[config.mk]
export PLATFORM = sky130hd
export DESIGN_NAME = rpr_queue
export DESIGN_NICKNAME = d
export VERILOG_FILES = /design/src/rpr_pkg.sv /design/src/rpr_queue.sv
export VERILOG_INCLUDE_DIRS = /design/src /design/src/src
export SDC_FILE = /design/constraint.sdc
export NUM_CORES = 1
export LEC_CHECK = 0
export BUFFER_PORTS_ARGS = -buffer_cell sky130_fd_sc_hd__buf_2
export CAP_MARGIN = 20
export CORE_ASPECT_RATIO = 1.25
export CORE_MARGIN = 3
export CORE_UTILIZATION = 56
export DETAILED_ROUTE_END_ITERATION = 8
export GPL_TIMING_DRIVEN = 0
export PLACE_DENSITY = 0.93
export SETUP_SLACK_MARGIN = 0.15
export SYNTH_ARGS = -nofsm -noshare
export SYNTH_HDL_FRONTEND = slang
export SYNTH_SLANG_ARGS = --single-unit
[constraint.sdc]
create_clock -name i_clk -period 12.8 [get_ports i_clk]
set_input_delay 3.2 -clock i_clk [delete_from_list [all_inputs] [get_ports i_clk]]
set_output_delay 3.2 -clock i_clk [all_outputs]
set_load 0.01 [all_outputs]
[src/assert_macros.svh]
// Assertion macros shared by the RTL modules.
`ifndef ASSERT_MACROS_SVH
`define ASSERT_MACROS_SVH

// Clocked assertion, disabled while reset is asserted.
`define ASSERT_CLK(label, clk, rst_n, prop, msg) \
    label: assert property (@(posedge clk) disable iff (!rst_n) prop) else $error(msg);

// Clocked assertion that is also checked during reset.
`define ASSERT_ALWAYS(label, clk, prop, msg) \
    label: assert property (@(posedge clk) prop) else $error(msg);

`endif

[src/rpr_pkg.sv]
// Types and constants shared by the reprojection residual modules.
package rpr_pkg;

    localparam int unsigned PROD_W  = 64;
    localparam int unsigned DEN_W   = 49;
    localparam int unsigned SUM_W   = 42;
    localparam int unsigned PROJ_W  = 41;
    localparam int unsigned RES_W   = 43;
    localparam int unsigned ROOT_W  = 21;
    localparam int unsigned QUEUE_DEPTH = 2;

    localparam logic [PROJ_W-1:0] PROJ_MAX = {1'b1, {(PROJ_W-1){1'b0}}};
    localparam logic [SUM_W-1:0]  SUM_MAX  = {SUM_W{1'b1}};

    typedef enum logic [2:0] {
        REG_FOCAL   = 3'd0,
        REG_PRINC_X = 3'd1,
        REG_COS     = 3'd2,
        REG_SIN     = 3'd3,
        REG_CAM_X   = 3'd4,
        REG_CAM_Y   = 3'd5,
        REG_THRESH  = 3'd6,
        REG_NONE    = 3'd7
    } t_reg_idx;

    typedef struct packed {
        logic        [15:0] focal_length;
        logic        [15:0] principal_x;
        logic signed [15:0] cos_heading;
        logic signed [15:0] sin_heading;
        logic signed [31:0] camera_x;
        logic signed [31:0] camera_y;
        logic        [15:0] inlier_threshold;
    } t_cfg;

    // One classified match handed from the front to the back.
    typedef struct packed {
        logic [PROD_W-1:0] num;
        logic [DEN_W-1:0]  abs_men;
        logic              neg;
        logic              zero_depth;
        logic [15:0]       image_column;
        logic              last_match;
    } t_match;

endpackage

[src/rpr_queue.sv]
// Short register queue between the front and the back.
`include "assert_macros.svh"
module rpr_queue (
    input  logic            i_clk,
    input  logic            i_rst_n,
    input  logic            i_push,
    input  rpr_pkg::t_match i_data,
    output logic            o_full,
    input  logic            i_pop,
    output logic            o_valid,
    output rpr_pkg::t_match o_data
);
    localparam int unsigned DEPTH = rpr_pkg::QUEUE_DEPTH;
    localparam int unsigned PTR_W = (DEPTH > 1) ? $clog2(DEPTH) : 1;
    localparam int unsigned CNT_W = $clog2(DEPTH + 1);

    rpr_pkg::t_match  r_mem [DEPTH];
    logic [PTR_W-1:0] r_wr;
    logic [PTR_W-1:0] r_rd;
    logic [CNT_W-1:0] r_cnt;

    always_ff @(posedge i_clk) begin
        if (!i_rst_n) begin
            r_wr  <= '0;
            r_rd  <= '0;
            r_cnt <= '0;
        end else begin
            if (i_push) begin
                r_mem[r_wr] <= i_data;
                r_wr <= (r_wr == PTR_W'(DEPTH - 1)) ? '0 : r_wr + 1'b1;
            end
            if (i_pop) begin
                r_rd <= (r_rd == PTR_W'(DEPTH - 1)) ? '0 : r_rd + 1'b1;
            end
            r_cnt <= r_cnt + CNT_W'(i_push) - CNT_W'(i_pop);
        end
    end

    assign o_full  = (r_cnt == CNT_W'(DEPTH));
    assign o_valid = (r_cnt != '0);
    assign o_data  = r_mem[r_rd];

    `ASSERT_CLK(a_no_overflow, i_clk, i_rst_n, i_push |-> !o_full, "queue push while full")
    `ASSERT_CLK(a_no_underflow, i_clk, i_rst_n, i_pop |-> o_valid, "queue pop while empty")
    `ASSERT_CLK(a_cnt_range, i_clk, i_rst_n, r_cnt <= CNT_W'(DEPTH), "queue count past depth")
endmodule

==> impl_metrics.tcl <==
set metrics [dict create \
    antenna_found_initial 0 \
    ys_ff_latch 269 \
    die_w_um 126 \
    cts_tree "built" \
    fin_crit_ns 5.03 \
    postRouteAntennaNets 0 \
    clock_latency_ns 0.51 \
    cts-htree-levels 1 \
    num_io_pins 270 \
    final_layout_size_suffix_gt1_frac 0.608 \
    grt_use_met3 0.0462 \
    diodes 0 \
    ys_types 17 \
    drt-total-wl_um 19400 \
    drv_cap 0 \
    grt_first_pass_wirelength_um 29200 \
    synthCells 433 \
    holdWs_ns 0.600 \
    postCtsSetupRepairBufs 0 \
    place_ws_ns 7.73 \
    hold_path.class "reg -> reg" \
    setup_viol 0 \
    path_buf_inv 4 \
    busiest_layer "met2" \
    arrival_ns 1.83 \
    yosysSeqAreaShare 0.796 \
    post-route-util 0.721 \
    clock_path_buffers 3 \
    layout_common_cells "274 x buf_2, 264 x edfxtp_1, 80 x mux2_4, 52 x mux2_2, 25 x clkbuf_16" \
    critPathMostFrequentCell "buf_6" \
    slew_headroom 0.345 \
    hpwl_um 13600 \
    fin_ws_ns 7.77 \
    first_pass_iters 4 \
    wire_per_inst_um 19.9 \
    ir_drop_mv 0.148 \
    yosysWarnings 0 \
    overflow 0 \
    grtUsageMet1 0.216 \
    syn_area_um2 10100 \
    finClkSkew_ns 0.0118 \
    finalMaxSlewViolations 0 \
    leakage_nw 4.93 \
    status "complete, no violations" \
    synthesis.nets 571 \
    critPathKind "reg -> out" \
    final.setup.tns_ns 0 \
    grt_max_degree 68 \
    finalNonFillerCells 977 \
    rows 54 \
    num_vias 5127 \
    ctsResizeCount 0 \
    tightest_slew_ns 0.981 \
    crit_family "buffers and inverters" \
    postCtsHoldBufs 0 \
    cts-root-buf "clkbuf_16" \
    synthTopCellsByArea "edfxtp_1 79%, mux2_4 12%, mux2_2 5.8%" \
    final_common_cell "buf_2" \
    cts_buffers 25 \
    rsz0062_at_grt "no" \
    endpoint_kind "output pin" \
    slowest_stage "mux2_4" \
    cts.sinks 269 \
    hold_violations 0 \
    synth_top_area_frac 0.786 \
    synth_area_leader_cell "edfxtp_1" \
    drc_errors 0 \
    initial_core_util 0.574 \
    grtUsageTotal 0.189 \
    crit_path_max_fanout 10 \
    min_period_over_period 0.393 \
    die-area_um2 19700 \
    drt-initial-drc-count 276 \
    worstPathRequired_ns 9.60 \
    crit_chain "buf_6 -> buf_8 -> buf_6 -> mux2_4 -> buf_2" \
    chipHeight_um 156 \
    path_clk_slew_ns 0.06 \
    viasPerCell 5.25 \
    met2_usage 0.347 \
    grt_pass1_vias 5561 \
    start_kind "register" \
    powerDensity_nw_per_um2 155 \
    fmax_ghz 0.199 \
    cp_slowest_stage_delay_ns 0.34 \
    placedCellCount 931 \
    io_buffers 269 \
    nets 872 \
    coreArea_um2 17600 \
    postSynthAreaPerCell_um2 23.3 \
    gp_congestion 0.763 \
    area_growth_pct 25.5 \
]
-- cell families after synthesis --
kind of cell,Yosys count,synth area share
buffers and inverters,17,0.0148
adders and majority gates,2,0.00248
muxes,132,0.177
DFF,269,0.796
xor gates and xnor gates,3,0.00397
and+or+nand+nor,10,0.00571
-- worst reg2reg max path: cells and delay by family (launching register included) --
family	cells	cell delay, ns
DFF	1	0.41
buffers and inverters	1	0.36
and+or+nand+nor	1	0.84
-- routing by layer --
metal / vias up / part of all wire
met4: 0 / 0.032
met3: 53 / 0.076
met2: 243 / 0.53
met1: 2505 / 0.36
li1: 2326 / -
met5: - / 0
-- cell usage after synthesis --
cell and number:
edfxtp_1 264, mux2_4 80, mux2_2 52, buf_6 9, buf_2 5, dfxtp_1 5, and2_1 4, ha_1 2
inv_1 2, nor2b_1 2, xor2_1 2, and3_1 1, buf_8 1, nand2_1 1, nor2_1 1, or2_2 1
xnor3_1 1
-- cell type report --
cell class | count | area (µm²)
Timing Repair Buffer | 274 | 1460
Buffer | 15 | 141
Clock inverter | 16 | 178
Inverter | 2 | 7.51
Sequential cell | 269 | 8030
Fill cell | 1043 | 4900
Clock buffer | 30 | 644
Multi-Input combinational cell | 147 | 1920
Tap cell | 224 | 280
-- stage by stage --
stage | power, mW | area [µm²]
2_1_floorplan | 1.16 | 10100
3_3_place_gp | 1.24 | 11700
3_5_place_dp | 1.25 | 11800
4_1_cts | 1.98 | 12700
5_1_grt | 2.03 | 12700
6_report | 1.96 | 12700
-- flip-flops by register name, summed over array words and instances, names as in the netlist, named ones only --
signal / flops
r_mem: 264
r_wr: 1
r_cnt: 2
r_rd: 1
-- power by group --
part	total [mW]	internal [mW]	leakage [nW]	switching, mW
Clock	0.729	0.439	0.398	0.290
Combinational	0.212	0.109	2.06	0.103
Sequential	1.02	1.01	2.47	0.0105
-- path summary, 6_finish.rpt --
| kind | start | end | slack (ns) | depth (start not counted) |
|---|---|---|---|---|
| setup reg to reg | r_wr | r_mem[1][101] | 10.77 | 2 |
| hold reg to reg | r_rd | register | 0.60 | 2 |
| setup / recovery | register | o_data[62] | 7.77 | 5 |
| hold / removal | r_rd | register | 0.60 | 2 |
(Power assumes the default switching activity.)
