$ cat src/assert_macros.svh
// Assertion macros shared by the RTL modules.
`ifndef ASSERT_MACROS_SVH
`define ASSERT_MACROS_SVH

// Clocked assertion, disabled while reset is asserted.
`define ASSERT_CLK(label, clk, rst_n, prop, msg) \
    label: assert property (@(posedge clk) disable iff (!rst_n) prop) else $error(msg);

// Clocked assertion that is also checked during reset.
`define ASSERT_ALWAYS(label, clk, prop, msg) \
    label: assert property (@(posedge clk) prop) else $error(msg);

`endif

$ cat src/rpr_pkg.sv
// Types and constants shared by the reprojection residual modules.
package rpr_pkg;

    localparam int unsigned PROD_W  = 64;
    localparam int unsigned DEN_W   = 49;
    localparam int unsigned SUM_W   = 42;
    localparam int unsigned PROJ_W  = 41;
    localparam int unsigned RES_W   = 43;
    localparam int unsigned ROOT_W  = 21;
    localparam int unsigned QUEUE_DEPTH = 2;

    localparam logic [PROJ_W-1:0] PROJ_MAX = {1'b1, {(PROJ_W-1){1'b0}}};
    localparam logic [SUM_W-1:0]  SUM_MAX  = {SUM_W{1'b1}};

    typedef enum logic [2:0] {
        REG_FOCAL   = 3'd0,
        REG_PRINC_X = 3'd1,
        REG_COS     = 3'd2,
        REG_SIN     = 3'd3,
        REG_CAM_X   = 3'd4,
        REG_CAM_Y   = 3'd5,
        REG_THRESH  = 3'd6,
        REG_NONE    = 3'd7
    } t_reg_idx;

    typedef struct packed {
        logic        [15:0] focal_length;
        logic        [15:0] principal_x;
        logic signed [15:0] cos_heading;
        logic signed [15:0] sin_heading;
        logic signed [31:0] camera_x;
        logic signed [31:0] camera_y;
        logic        [15:0] inlier_threshold;
    } t_cfg;

    // One classified match handed from the front to the back.
    typedef struct packed {
        logic [PROD_W-1:0] num;
        logic [DEN_W-1:0]  abs_men;
        logic              neg;
        logic              zero_depth;
        logic [15:0]       image_column;
        logic              last_match;
    } t_match;

endpackage

$ cat src/rpr_front.sv
// Front part: takes a match, rotates it into the camera frame and scales it.
module rpr_front (
    input  logic                 i_clk,
    input  logic                 i_rst_n,
    input  rpr_pkg::t_cfg        i_cfg,
    input  logic                 i_valid,
    output logic                 o_ready,
    input  logic [15:0]          i_image_column,
    input  logic signed [31:0]   i_world_x,
    input  logic signed [31:0]   i_world_y,
    input  logic                 i_last_match,
    output logic                 o_push,
    output rpr_pkg::t_match      o_match,
    input  logic                 i_full
);
    typedef enum logic [2:0] {
        ST_IDLE, ST_SUB, ST_M0, ST_M1, ST_M2, ST_M3, ST_FOC, ST_PUSH
    } t_state;

    t_state                    r_state;
    logic [15:0]               r_col;
    logic signed [31:0]        r_wx;
    logic signed [31:0]        r_wy;
    logic                      r_last;
    logic signed [32:0]        r_dx;
    logic signed [32:0]        r_dy;
    logic signed [49:0]        r_acc;
    logic signed [49:0]        r_den;
    logic [rpr_pkg::DEN_W-1:0] r_abs_men;
    logic                      r_neg;
    logic                      r_zero;
    logic [rpr_pkg::PROD_W-1:0] r_num;

    logic signed [15:0]        mul_a;
    logic signed [32:0]        mul_b;
    logic signed [48:0]        mul_p;
    logic signed [49:0]        men;
    logic [rpr_pkg::DEN_W-1:0] abs_den;
    logic [rpr_pkg::DEN_W+15:0] foc_p;

    // One shared signed multiplier walks the four rotation products.
    assign mul_a = (r_state == ST_M0 || r_state == ST_M2) ?
                   i_cfg.cos_heading : i_cfg.sin_heading;
    assign mul_b = (r_state == ST_M0 || r_state == ST_M3) ? r_dx : r_dy;
    assign mul_p = 49'(mul_a) * 49'(mul_b);
    assign men   = r_acc - 50'(mul_p);
    assign abs_den = r_den[49] ? rpr_pkg::DEN_W'(-r_den) : rpr_pkg::DEN_W'(r_den);
    assign foc_p   = abs_den * i_cfg.focal_length;

    always_ff @(posedge i_clk) begin
        if (!i_rst_n) begin
            r_state <= ST_IDLE;
        end else begin
            unique case (r_state)
                ST_IDLE: begin
                    if (i_valid) begin
                        r_col   <= i_image_column;
                        r_wx    <= i_world_x;
                        r_wy    <= i_world_y;
                        r_last  <= i_last_match;
                        r_state <= ST_SUB;
                    end
                end
                ST_SUB: begin
                    r_dx    <= 33'(r_wx) - 33'(i_cfg.camera_x);
                    r_dy    <= 33'(r_wy) - 33'(i_cfg.camera_y);
                    r_state <= ST_M0;
                end
                ST_M0: begin
                    r_acc   <= 50'(mul_p);
                    r_state <= ST_M1;
                end
                ST_M1: begin
                    r_den   <= r_acc + 50'(mul_p);
                    r_state <= ST_M2;
                end
                ST_M2: begin
                    r_acc   <= 50'(mul_p);
                    r_state <= ST_M3;
                end
                ST_M3: begin
                    r_abs_men <= men[49] ? rpr_pkg::DEN_W'(-men) : rpr_pkg::DEN_W'(men);
                    r_neg     <= r_den[49] ^ men[49];
                    r_zero    <= (men == '0);
                    r_state   <= ST_FOC;
                end
                ST_FOC: begin
                    r_num   <= rpr_pkg::PROD_W'(foc_p);
                    r_state <= ST_PUSH;
                end
                ST_PUSH: begin
                    if (!i_full) begin
                        r_state <= ST_IDLE;
                    end
                end
                default: r_state <= ST_IDLE;
            endcase
        end
    end

    assign o_ready = (r_state == ST_IDLE);
    assign o_push  = (r_state == ST_PUSH) && !i_full;

    always_comb begin
        o_match.num          = r_num;
        o_match.abs_men      = r_abs_men;
        o_match.neg          = r_neg;
        o_match.zero_depth   = r_zero;
        o_match.image_column = r_col;
        o_match.last_match   = r_last;
    end
endmodule

$ cat config.mk
export PLATFORM = sky130hd
export DESIGN_NAME = rpr_front
export DESIGN_NICKNAME = d
export VERILOG_FILES = /design/src/assert_macros.svh /design/src/rpr_pkg.sv /design/src/rpr_front.sv
export SDC_FILE = /design/constraint.sdc
export NUM_CORES = 2
export LEC_CHECK = 0
export ABC_AREA = 0
export BUFFER_PORTS_ARGS = -buffer_cell sky130_fd_sc_hd__buf_2
export CORE_AREA = 5 5 321 323
export CTS_CLUSTER_SIZE = 30
export DETAILED_ROUTE_END_ITERATION = 8
export DIE_AREA = 0 0 326 328
export PLACE_DENSITY = 0.84
export SKIP_LAST_GASP = 1
export SLEW_MARGIN = 5
export SYNTH_ARGS = -nofsm -noshare
export SYNTH_HDL_FRONTEND = slang
export SYNTH_SLANG_ARGS = --single-unit
$ cat constraint.sdc
create_clock -name i_clk -period 15.2 [get_ports i_clk]
set_clock_uncertainty 0.15 [all_clocks]
set_input_delay 0.76 -clock i_clk [delete_from_list [all_inputs] [get_ports i_clk]]
set_output_delay 0.76 -clock i_clk [all_outputs]
set_load 0.02 [all_outputs]
==> flow_metrics.tcl <==
set metrics [dict create \
    ys_seq_area_frac 0.170 \
    tns_ns 0 \
    cp_top_family "compound AO/OA/AOI/OAI gates" \
    place_congestion 0.959 \
    clk_pin_slew_ns 0.06 \
    core-area_um2 99600 \
    max-slew-margin-rel 0.0849 \
    setup_viol 0 \
    grt_first_pass_wirelength_um 280000 \
    hold_depth 1 \
    drv_cap 0 \
    avgSynthCellArea_um2 9.30 \
    synth_edf_count 361 \
    tightest_slew_ns 1.35 \
    fin_hold_ws_ns 0.135 \
    netlist.area_leader.share 0.361 \
    rsz0062_at_grt "false" \
    clk_latency_ns 0.66 \
    r2r_cells 40 \
    crit_buf_inv 5 \
    fin_crit_ns 13.60 \
    cts-resized-gates 0 \
    ys.flop_type "edfxtp_1" \
    yosysTopAreaCell "fa_1" \
    numCtsBuffers 45 \
    use_met1 0.405 \
    cts_max_path_buffers 3 \
    slew_viol_final 0 \
    fp.dieArea_um2 107000 \
    hold_path.class "input pin to flop" \
    top_usage_layer "met2" \
    hold_buffers 0 \
    netlist_area_um2 64300 \
    die_w_um 326 \
    crit_type "flop to flop" \
    drtIter0Drc 3720 \
    slowest_stage "mux2i_2" \
    grt_pass1_vias 54100 \
    arrival_ns 13.89 \
    synth.net_count 8712 \
    critical_path.max_stage_delay_ns 1.02 \
    clockRootBuffer "clkbuf_16" \
    finalNetCount 8892 \
    fin_crit_sh 0.895 \
    use_met3 0.0803 \
    ant_nets 0 \
    drive_gt1_frac 0.0877 \
    synth.distinct_cells 90 \
    initial_core_util 0.646 \
    vias 49900 \
    overflow 0 \
    syn_inst 6911 \
    chipHeight_um 328 \
    num_rows 116 \
    cp.depth 40 \
    place_hpwl_um 134000 \
    synth_area_leaders "fa_1 36%, edfxtp_1 17%, ha_1 8.0%, inv_1 7.9%, nand2_1 6.0%" \
    critPathCaptureType "flop" \
    drc_errors 0 \
    yosysWarningCount 0 \
    crit_fanout 19 \
    start_kind "flop" \
    grtUsageMet2 0.542 \
    hold_viol 0 \
    cts_sinks 364 \
    htreeDepth 2 \
    antenna_found_initial 4 \
    viasPerCell 5.92 \
    drt_pass1_iterations 6 \
    wire_per_inst_um 20.2 \
    postCtsSetupBuffers 0 \
    portBuffers 330 \
    track_usage 0.326 \
    fmax_mhz 73.5 \
    critPathRequiredTime_ns 15.49 \
    cpMostUsedCell "fa_1" \
    ioPinCount 363 \
    status "completed" \
    fillers 7495 \
    grt_start_max_net_pins 67 \
    cts_tree "done" \
    area_delta_synth_final_pct 7.38 \
    ys_ff_latch 364 \
    async_flop_share 0 \
    totalWireLength_um 171000 \
]
[metrics by stage]
| step | setup WS (ns) | cells | util | instance area (um2) |
|---|---|---|---|---|
| floorplan | 3.57 | 6911 | - | 64300 |
| global placement | 2.07 | 8342 | 0.678 | 67500 |
| detailed placement | 1.81 | 8342 | 0.678 | 67500 |
| CTS | 1.83 | 8425 | 0.693 | 69000 |
| global route | 0.757 | 8425 | 0.693 | 69000 |
| finish | 1.60 | 8428 | 0.693 | 69000 |
[per-layer routing]
layer | wire, um | share of wire
met3 | 17200 | 0.10
met2 | 80500 | 0.47
met4 | 10200 | 0.060
met5 | 7 | 0.000041
met1 | 62600 | 0.37
[layout by cell type, fill, tap and decap left out, types with 76 or more instances in the layout]
cell      count
ha_1        413
nand2_1    1032
xor2_1       76
o21ai_0     163
buf_2       330
inv_1      1359
fa_1       1159
xnor2_1     230
buf_4        81
a21o_1      106
edfxtp_1    361
nor2_1      400
and2_1      206
a21oi_1     244
[Yosys cell counts (all sizes together) (76+ instances only)]
| cell type | count |
|---|---|
| a21oi | 245 |
| o21ai | 164 |
| a21o | 106 |
| ha | 413 |
| fa | 1159 |
| xor2 | 76 |
| and2 | 207 |
| clkbuf | 247 |
| inv | 1359 |
| xnor2 | 268 |
| nand2 | 1032 |
| nor2 | 402 |
| edfxtp | 361 |
[final cells by class]
type / instances / area, um2 / area share
Clock buffer: 49 / 1140 / 0.0165
Tap cell: 1298 / 1620 / 0.0235
Clock inverter: 34 / 390 / 0.00565
Multi-Input combinational cell: 4909 / 47600 / 0.690
Antenna cell: 3 / 7.51 / 0.000109
Timing Repair Buffer: 411 / 2260 / 0.0327
Inverter: 1360 / 5100 / 0.0739
Sequential cell: 364 / 10900 / 0.158
[sequential cells by signal (all words and copies together) (netlist names), 32 cells and up]
name and cells:
r_abs_men 49, r_acc 49, r_den 50, r_dx 33
r_dy 33, r_num 64, r_wx 32, r_wy 32
[worst paths after layout]
kind	endpoint	start	slack, ns
worst max-delay path	r_abs_men[45]$_DFFE_PP_	r_state[1]$_SDFFE_PN0P_	1.60
worst min-delay path	r_col[15]$_DFFE_PP_	i_image_column[15]	0.14
worst max register to register	r_abs_men[45]$_DFFE_PP_	r_state[1]$_SDFFE_PN0P_	1.60
worst min register to register	r_state[1]$_SDFFE_PN0P_	r_state[2]$_SDFFE_PN0P_	0.49
[cell families after synthesis]
family                   Yosys count  synth area share
AND/OR/NAND/NOR                 2020             0.141
buffers and inverters           1638            0.0960
adder cells (fa/ha/maj)         1572             0.441
AO/OA/AOI/OAI                    874            0.0891
flip-flops                       364             0.170
XOR/XNOR                         344            0.0469
multiplexers                      99            0.0164
Power is not shown: default switching activity piles up to over one toggle a cycle in this logic, so the estimate is an artifact.
