### src/assert_macros.svh
// Assertion macros shared by the RTL modules.
`ifndef ASSERT_MACROS_SVH
`define ASSERT_MACROS_SVH

// Clocked assertion, disabled while reset is asserted.
`define ASSERT_CLK(label, clk, rst_n, prop, msg) \
    label: assert property (@(posedge clk) disable iff (!rst_n) prop) else $error(msg);

// Clocked assertion that is also checked during reset.
`define ASSERT_ALWAYS(label, clk, prop, msg) \
    label: assert property (@(posedge clk) prop) else $error(msg);

`endif

### src/rpr_pkg.sv
// Types and constants shared by the reprojection residual modules.
package rpr_pkg;

    localparam int unsigned PROD_W  = 64;
    localparam int unsigned DEN_W   = 49;
    localparam int unsigned SUM_W   = 42;
    localparam int unsigned PROJ_W  = 41;
    localparam int unsigned RES_W   = 43;
    localparam int unsigned ROOT_W  = 21;
    localparam int unsigned QUEUE_DEPTH = 2;

    localparam logic [PROJ_W-1:0] PROJ_MAX = {1'b1, {(PROJ_W-1){1'b0}}};
    localparam logic [SUM_W-1:0]  SUM_MAX  = {SUM_W{1'b1}};

    typedef enum logic [2:0] {
        REG_FOCAL   = 3'd0,
        REG_PRINC_X = 3'd1,
        REG_COS     = 3'd2,
        REG_SIN     = 3'd3,
        REG_CAM_X   = 3'd4,
        REG_CAM_Y   = 3'd5,
        REG_THRESH  = 3'd6,
        REG_NONE    = 3'd7
    } t_reg_idx;

    typedef struct packed {
        logic        [15:0] focal_length;
        logic        [15:0] principal_x;
        logic signed [15:0] cos_heading;
        logic signed [15:0] sin_heading;
        logic signed [31:0] camera_x;
        logic signed [31:0] camera_y;
        logic        [15:0] inlier_threshold;
    } t_cfg;

    // One classified match handed from the front to the back.
    typedef struct packed {
        logic [PROD_W-1:0] num;
        logic [DEN_W-1:0]  abs_men;
        logic              neg;
        logic              zero_depth;
        logic [15:0]       image_column;
        logic              last_match;
    } t_match;

endpackage

### src/rpr_div.sv
// Restoring divider, one quotient bit per cycle.
module rpr_div (
    input  logic                       i_clk,
    input  logic                       i_rst_n,
    input  logic                       i_start,
    input  logic [rpr_pkg::PROD_W-1:0] i_dividend,
    input  logic [rpr_pkg::DEN_W-1:0]  i_divisor,
    output logic                       o_done,
    output logic [rpr_pkg::PROD_W-1:0] o_quotient
);
    localparam int unsigned CNT_W = $clog2(rpr_pkg::PROD_W);

    logic                       r_busy;
    logic [CNT_W-1:0]           r_cnt;
    logic [rpr_pkg::DEN_W-1:0]  r_rem;
    logic [rpr_pkg::DEN_W-1:0]  r_den;
    logic [rpr_pkg::PROD_W-1:0] r_q;
    logic                       r_done;

    logic [rpr_pkg::DEN_W:0]    rem_sh;
    logic                       ge;
    logic [rpr_pkg::DEN_W:0]    rem_sub;

    assign rem_sh  = {r_rem, r_q[rpr_pkg::PROD_W-1]};
    assign ge      = rem_sh >= {1'b0, r_den};
    assign rem_sub = rem_sh - {1'b0, r_den};

    always_ff @(posedge i_clk) begin
        if (!i_rst_n) begin
            r_busy <= 1'b0;
            r_done <= 1'b0;
            r_cnt  <= '0;
        end else begin
            r_done <= 1'b0;
            if (i_start) begin
                r_busy <= 1'b1;
                r_cnt  <= '0;
                r_rem  <= '0;
                r_den  <= i_divisor;
                r_q    <= i_dividend;
            end else if (r_busy) begin
                r_rem <= ge ? rem_sub[rpr_pkg::DEN_W-1:0] : rem_sh[rpr_pkg::DEN_W-1:0];
                r_q   <= {r_q[rpr_pkg::PROD_W-2:0], ge};
                r_cnt <= r_cnt + 1'b1;
                if (r_cnt == CNT_W'(rpr_pkg::PROD_W - 1)) begin
                    r_busy <= 1'b0;
                    r_done <= 1'b1;
                end
            end
        end
    end

    assign o_done     = r_done;
    assign o_quotient = r_q;
endmodule

### src/rpr_sqrt.sv
// Digit-by-digit integer square root, one root bit per cycle.
module rpr_sqrt (
    input  logic                       i_clk,
    input  logic                       i_rst_n,
    input  logic                       i_start,
    input  logic [rpr_pkg::SUM_W-1:0]  i_value,
    output logic                       o_done,
    output logic [rpr_pkg::ROOT_W-1:0] o_root
);
    localparam int unsigned CNT_W = $clog2(rpr_pkg::ROOT_W);
    localparam int unsigned REM_W = rpr_pkg::ROOT_W + 3;

    logic                       r_busy;
    logic                       r_done;
    logic [CNT_W-1:0]           r_cnt;
    logic [rpr_pkg::SUM_W-1:0]  r_x;
    logic [REM_W-1:0]           r_rem;
    logic [rpr_pkg::ROOT_W-1:0] r_root;

    logic [REM_W-1:0]           rem_t;
    logic [REM_W-1:0]           trial;
    logic                       ge;

    assign rem_t = {r_rem[REM_W-3:0], r_x[rpr_pkg::SUM_W-1 -: 2]};
    assign trial = {1'b0, r_root, 2'b01};
    assign ge    = rem_t >= trial;

    always_ff @(posedge i_clk) begin
        if (!i_rst_n) begin
            r_busy <= 1'b0;
            r_done <= 1'b0;
            r_cnt  <= '0;
        end else begin
            r_done <= 1'b0;
            if (i_start) begin
                r_busy <= 1'b1;
                r_cnt  <= '0;
                r_x    <= i_value;
                r_rem  <= '0;
                r_root <= '0;
            end else if (r_busy) begin
                r_x    <= {r_x[rpr_pkg::SUM_W-3:0], 2'b00};
                r_rem  <= ge ? rem_t - trial : rem_t;
                r_root <= {r_root[rpr_pkg::ROOT_W-2:0], ge};
                r_cnt  <= r_cnt + 1'b1;
                if (r_cnt == CNT_W'(rpr_pkg::ROOT_W - 1)) begin
                    r_busy <= 1'b0;
                    r_done <= 1'b1;
                end
            end
        end
    end

    assign o_done = r_done;
    assign o_root = r_root;
endmodule

### src/rpr_back.sv
// Back part: divides, scores, accumulates and builds the pose result.
`include "assert_macros.svh"
module rpr_back #(
    parameter int unsigned MAX_MATCHES = 1024
) (
    input  logic            i_clk,
    input  logic            i_rst_n,
    input  rpr_pkg::t_cfg   i_cfg,
    input  logic            i_valid,
    input  rpr_pkg::t_match i_match,
    output logic            o_pop,
    output logic            o_valid,
    input  logic            i_ready,
    output logic [15:0]     o_rms_residual,
    output logic            o_rejected,
    output logic [10:0]     o_inlier_total,
    output logic [10:0]     o_match_total
);
    localparam int unsigned CW = $clog2(MAX_MATCHES + 1);
    localparam logic [CW-1:0] CNT_MAX = CW'(MAX_MATCHES);

    typedef enum logic [2:0] {
        ST_IDLE, ST_PDIV, ST_RES, ST_ACC, ST_CHK, ST_FDIV, ST_SQRT, ST_OUT
    } t_state;

    t_state                       r_state;
    rpr_pkg::t_match              r_item;
    logic [CW-1:0]                r_inl;
    logic [CW-1:0]                r_cnt;
    logic [rpr_pkg::SUM_W-1:0]    r_sum;
    logic [rpr_pkg::RES_W-1:0]    r_ares;
    logic [15:0]                  r_rms;
    logic                         r_rej;
    logic                         r_out_valid;
    logic [15:0]                  r_o_rms;
    logic                         r_o_rej;
    logic [10:0]                  r_o_inl;
    logic [10:0]                  r_o_cnt;

    logic                         div_start;
    logic [rpr_pkg::PROD_W-1:0]   div_a;
    logic [rpr_pkg::DEN_W-1:0]    div_b;
    logic                         div_done;
    logic [rpr_pkg::PROD_W-1:0]   div_q;
    logic                         sq_done;
    logic [rpr_pkg::ROOT_W-1:0]   sq_root;
    logic                         reject;
    logic [rpr_pkg::PROJ_W-1:0]   q_sat;
    logic signed [rpr_pkg::RES_W-1:0] proj;
    logic signed [rpr_pkg::RES_W-1:0] offs;
    logic signed [rpr_pkg::RES_W-1:0] res;
    logic [31:0]                  sq;
    logic [rpr_pkg::SUM_W:0]      sum_add;

    // Too few inliers: none at all, or inl < floor(cnt/3), which is the same as 3*(inl+1) <= cnt.
    assign reject = (r_inl == '0) ||
                    (((CW+2)'(r_inl) + 1'b1) * 3'd3 <= (CW+2)'(r_cnt));

    assign o_pop     = (r_state == ST_IDLE) && i_valid;
    assign div_start = (o_pop && !i_match.zero_depth) ||
                       (r_state == ST_CHK && r_item.last_match && !reject);
    assign div_a     = (r_state == ST_IDLE) ? i_match.num : rpr_pkg::PROD_W'(r_sum);
    assign div_b     = (r_state == ST_IDLE) ? i_match.abs_men : rpr_pkg::DEN_W'(r_inl);

    rpr_div u_div (
        .i_clk      (i_clk),
        .i_rst_n    (i_rst_n),
        .i_start    (div_start),
        .i_dividend (div_a),
        .i_divisor  (div_b),
        .o_done     (div_done),
        .o_quotient (div_q)
    );

    rpr_sqrt u_sqrt (
        .i_clk   (i_clk),
        .i_rst_n (i_rst_n),
        .i_start (r_state == ST_FDIV && div_done),
        .i_value (div_q[rpr_pkg::SUM_W-1:0]),
        .o_done  (sq_done),
        .o_root  (sq_root)
    );

    assign q_sat = (div_q > rpr_pkg::PROD_W'(rpr_pkg::PROJ_MAX)) ?
                   rpr_pkg::PROJ_MAX : div_q[rpr_pkg::PROJ_W-1:0];
    assign proj  = r_item.neg ? -$signed({2'b00, q_sat}) : $signed({2'b00, q_sat});
    assign offs  = $signed({27'd0, r_item.image_column}) - $signed({27'd0, i_cfg.principal_x});
    assign res   = proj - offs;
    assign sq    = r_ares[15:0] * r_ares[15:0];
    assign sum_add = {1'b0, r_sum} + (rpr_pkg::SUM_W+1)'(sq);

    always_ff @(posedge i_clk) begin
        if (!i_rst_n) begin
            r_state     <= ST_IDLE;
            r_inl       <= '0;
            r_cnt       <= '0;
            r_sum       <= '0;
            r_out_valid <= 1'b0;
        end else begin
            if (r_out_valid && i_ready) begin
                r_out_valid <= 1'b0;
            end
            unique case (r_state)
                ST_IDLE: begin
                    if (i_valid) begin
                        r_item <= i_match;
                        if (r_cnt != CNT_MAX) begin
                            r_cnt <= r_cnt + 1'b1;
                        end
                        r_state <= i_match.zero_depth ? ST_CHK : ST_PDIV;
                    end
                end
                ST_PDIV: begin
                    if (div_done) begin
                        r_state <= ST_RES;
                    end
                end
                ST_RES: begin
                    r_ares  <= res[rpr_pkg::RES_W-1] ? rpr_pkg::RES_W'(-res)
                                                      : rpr_pkg::RES_W'(res);
                    r_state <= ST_ACC;
                end
                ST_ACC: begin
                    if (r_ares < rpr_pkg::RES_W'(i_cfg.inlier_threshold)) begin
                        if (r_inl != CNT_MAX) begin
                            r_inl <= r_inl + 1'b1;
                        end
                        r_sum <= sum_add[rpr_pkg::SUM_W] ? rpr_pkg::SUM_MAX
                                                         : sum_add[rpr_pkg::SUM_W-1:0];
                    end
                    r_state <= ST_CHK;
                end
                ST_CHK: begin
                    if (!r_item.last_match) begin
                        r_state <= ST_IDLE;
                    end else if (reject) begin
                        r_rej   <= 1'b1;
                        r_rms   <= '0;
                        r_state <= ST_OUT;
                    end else begin
                        r_rej   <= 1'b0;
                        r_state <= ST_FDIV;
                    end
                end
                ST_FDIV: begin
                    if (div_done) begin
                        r_state <= ST_SQRT;
                    end
                end
                ST_SQRT: begin
                    if (sq_done) begin
                        r_rms   <= (sq_root > rpr_pkg::ROOT_W'(16'hFFFF)) ? 16'hFFFF
                                                                          : sq_root[15:0];
                        r_state <= ST_OUT;
                    end
                end
                ST_OUT: begin
                    if (!r_out_valid) begin
                        r_out_valid <= 1'b1;
                        r_o_rms     <= r_rms;
                        r_o_rej     <= r_rej;
                        r_o_inl     <= 11'(r_inl);
                        r_o_cnt     <= 11'(r_cnt);
                        r_inl       <= '0;
                        r_cnt       <= '0;
                        r_sum       <= '0;
                        r_state     <= ST_IDLE;
                    end
                end
                default: r_state <= ST_IDLE;
            endcase
        end
    end

    assign o_valid        = r_out_valid;
    assign o_rms_residual = r_o_rms;
    assign o_rejected     = r_o_rej;
    assign o_inlier_total = r_o_inl;
    assign o_match_total  = r_o_cnt;

    `ASSERT_CLK(a_inl_le_cnt, i_clk, i_rst_n, r_inl <= r_cnt, "inlier count above match count")
    `ASSERT_CLK(a_cnt_cap, i_clk, i_rst_n, r_cnt <= CNT_MAX, "match count past its limit")
    `ASSERT_CLK(a_final_div_nonzero, i_clk, i_rst_n,
        (div_start && r_state == ST_CHK) |-> (r_inl != '0), "final division by zero inliers")
    `ASSERT_CLK(a_clear_after_result, i_clk, i_rst_n,
        (r_state == ST_OUT && !r_out_valid) |=> (r_cnt == '0 && r_sum == '0),
        "state not cleared after result")
endmodule

### config.mk
export PLATFORM = sky130hd
export DESIGN_NAME = rpr_back
export DESIGN_NICKNAME = d
export VERILOG_FILES = /design/src/rpr_pkg.sv /design/src/rpr_div.sv /design/src/rpr_sqrt.sv /design/src/rpr_back.sv
export VERILOG_INCLUDE_DIRS = /design/src /design/src/src
export SDC_FILE = /design/constraint.sdc
export NUM_CORES = 2
export LEC_CHECK = 0
export ABC_AREA = 1
export BUFFER_PORTS_ARGS = -buffer_cell sky130_fd_sc_hd__buf_2
export CORE_AREA = 2 2 302 304
export DETAILED_ROUTE_END_ITERATION = 16
export DIE_AREA = 0 0 304 306
export GPL_TIMING_DRIVEN = 0
export PLACE_DENSITY_LB_ADDON = 0.05
export SYNTH_ARGS = -nofsm -noshare
export SYNTH_HDL_FRONTEND = slang
export SYNTH_SLANG_ARGS = --single-unit
### constraint.sdc
create_clock -name i_clk -period 15.8 [get_ports i_clk]
set_input_delay 1.58 -clock i_clk [delete_from_list [all_inputs] [get_ports i_clk]]
set_output_delay 1.58 -clock i_clk [all_outputs]
set_load 0.01 [all_outputs]
==> flow_metrics.tcl <==
set metrics [dict create \
    ant_nets 0 \
    crit_path_frequent_cell "fa_1" \
    io-pin-count 321 \
    leakage_nw 21.8 \
    viasPerCell 5.21 \
    antenna_found_initial 7 \
    async_flop_share 0 \
    ir_drop_mv 0.441 \
    slew_headroom 0.246 \
    fin_ws_ps 7880 \
    swShare 0.513 \
    clock_latency_ps 660 \
    max_cap_viol_count 0 \
    cts.clk_slew.worst_paths_ps 60 \
    route.detailed.drc 0 \
    skew_ps 37.4 \
    status "completed" \
    critPathMaxStageDelay_ps 610 \
    dieArea_sq_mm 0.0930 \
    hold_viol 0 \
    start_util 0.448 \
    drtPass1Iterations 8 \
    seq_area_frac_synth 0.314 \
    area_growth_syn_to_layout_pct 11.5 \
    synthFlopType "edfxtp_1" \
    start_kind "register" \
    drive_above_1_share 0.0692 \
    cts_resized 0 \
    synth.area.top_cells "edfxtp_1 27%, nand2_1 13%, fa_1 10%" \
    clock_power_share 0.136 \
    clock.fmax_ghz 0.126 \
    netlist.area_leader.share 0.272 \
    synth_cell_types 62 \
    critical_path_arrival_ps 8480 \
    crit_fanout 10 \
    powerDensity_mw_per_mm2 208 \
    dieWidth_um 304 \
    drt_wl_total_mm 127 \
    cts_buffers 54 \
    clock-sinks 447 \
    internal_power_w 0.00453 \
    syn-num-nets 6146 \
    mappedNetlistArea_sq_mm 0.0402 \
    period_share 0.501 \
    power_w 0.00930 \
    grt_usage 0.271 \
    net-switching-power_w 0.00477 \
    setup_violations 0 \
    drtIter0Drc 2630 \
    rows 110 \
    cp_top_family "adder cells" \
    core_area_sq_mm 0.0896 \
    hold_class "register to register" \
    wl_per_cell_um 18.4 \
    ys_ff_latch 447 \
    required_ps 16360 \
    pre_cts_ws_ps 7880 \
    syn_area_per_cell_sq_um 7.46 \
    synth_most_common_cell "nand2_1" \
    htreeDepth 2 \
    worstMarginPinSlew_ps 1120 \
    rsz0062_at_grt "false" \
    critPathKind "register to register" \
    cts_buffer_depth 3 \
    endpoint_kind "register" \
    gr-total-overflow 0 \
    synth_edf_count 364 \
    grt_pass1_wl_mm 198 \
    grt_max_degree 36 \
    slowest_stage "edfxtp_1" \
    cp_num_buf_inv 8 \
    die_h_um 306 \
    cts_hold_buf 0 \
    nNetsFinal 6424 \
    ys_warn_count 0 \
    yosys.area.top_type "edfxtp_1" \
    port_buffers 208 \
    root_buffer "clkbuf_16" \
    vias 35848 \
    tns_ps 0 \
    grt_pass1_vias 35141 \
    synth_cells 5384 \
    cts_tree "yes" \
    place_congestion 0.978 \
    period_minus_slack_ps 7920 \
    dp_hpwl_mm 105 \
    cts_setup_buffers 0 \
    pwr-share-comb 0.697 \
    p_seq_frac 0.167 \
    synthTopCellsByCount "1401 x nand2_1, 938 x inv_1, 523 x nor2_1" \
    slew_viol_final 0 \
]
## worst paths after layout
check / startpoint / end / slack, ps / cells after the start
max reg2reg: r_ares[1]$_DFFE_PP_ / r_sum[21]$_SDFFE_PN0P_ / 7880 / 27
min: r_rms[11]$_SDFFCE_PN0P_ / o_rms_residual[11]$_DFFE_PP_ / 420 / 0
max: r_ares[1]$_DFFE_PP_ / r_sum[21]$_SDFFE_PN0P_ / 7880 / 27
min reg2reg: r_rms[11]$_SDFFCE_PN0P_ / o_rms_residual[11]$_DFFE_PP_ / 420 / 0
## placed cells by master, fill, tap and decap left out, drive strengths merged, types with 2 or more instances in the layout
| cell | n |
|---|---|
| nand3 | 246 |
| ha | 282 |
| clkbuf | 166 |
| dfxtp | 83 |
| o31ai | 10 |
| nor2 | 530 |
| bufinv | 4 |
| a21o | 22 |
| xnor2 | 61 |
| o21a | 18 |
| nand4 | 97 |
| nand3b | 8 |
| and2 | 2 |
| clkinv | 32 |
| a221oi | 3 |
| a31oi | 23 |
| xor2 | 138 |
| o21bai | 15 |
| or2 | 8 |
| nor4 | 19 |
| nor3b | 6 |
| o21ai | 292 |
| clkinvlp | 3 |
| nand2 | 1411 |
| buf | 268 |
| nor4b | 3 |
| a21oi | 331 |
| fa | 200 |
| nor3 | 62 |
| edfxtp | 364 |
| a21boi | 10 |
| inv | 945 |
| a211oi | 13 |
| o211ai | 19 |
## layout make-up
type | count | area (sq um)
Fill cell | 9165 | 44800
Clock buffer | 63 | 1420
Multi-Input combinational cell | 3842 | 23400
Antenna cell | 1 | 2.50
Timing Repair Buffer | 222 | 1300
Clock inverter | 38 | 365
Sequential cell | 447 | 12600
Inverter | 946 | 3550
Buffer | 149 | 669
Tap cell | 1176 | 1470
## per-layer routing
layer	routed length [um]	GRT usage
met4	3650	0.0728
met1	58300	0.376
met3	7130	0.0344
met5	13	0
met2	57700	0.447
## state kept, by name, summed over array words and instances (netlist names), 3 cells and up
register          count
u_div.o_quotient     64
r_state               3
o_inlier_total       11
r_item               18
u_div.r_rem          49
o_rms_residual       16
u_sqrt.r_cnt          5
u_div.r_cnt           6
r_rms                16
u_div.r_den          49
o_match_total        11
r_sum                42
r_cnt                11
u_sqrt.o_root        21
r_inl                11
r_ares               43
u_sqrt.r_x           42
u_sqrt.r_rem         22
## power by group through the flow
stage	logic [W]	clock network, W	registers (W)
global route	0.00741	0.00133	0.00156
CTS	0.00650	0.00129	0.00155
global placement	0.00640	0	0.00160
floorplan	0.00483	0	0.00156
finish	0.00648	0.00126	0.00155
detailed placement	0.00645	0	0.00157
## worst reg2reg max path, cell delays in order, from the launching register on
cell and delay (ps):
edfxtp_1 610, clkbuf_1 470, clkbuf_1 610, nand2_1 180
fa_1 570, inv_1 80, fa_1 480, inv_1 50
fa_1 500, inv_1 60, fa_1 470, inv_1 60
fa_1 540, inv_1 60, fa_1 470, ha_1 380
nand2_1 110, o21ai_0 210, a21o_2 150, a21boi_2 90
o21ai_0 320, nand2_1 120, nand2_2 140, nand2_1 120
nor2_4 210, clkbuf_1 430, o21ai_0 190, a21oi_1 150
## logic make-up after synthesis
family,count (synthesis),share of synthesized area
AND/OR/NAND/NOR,2394,0.246
multiplexers,2,0.000530
AO/OA/AOI/OAI,765,0.104
buffers and inverters,1095,0.105
adder cells (fa/ha/maj),482,0.188
flip-flops,447,0.314
XOR/XNOR,199,0.0434
## through the flow
stage	util	std cells	hold slack (ps)	instance area, sq um
after CTS	0.500	6883	417	44800
after global routing	0.500	6884	422	44800
after detailed placement	0.480	6782	406	43000
final	0.500	6884	418	44800
after global placement	0.476	6768	404	42700
after floorplan	-	5384	400	40200
(Power assumes the default switching activity.)
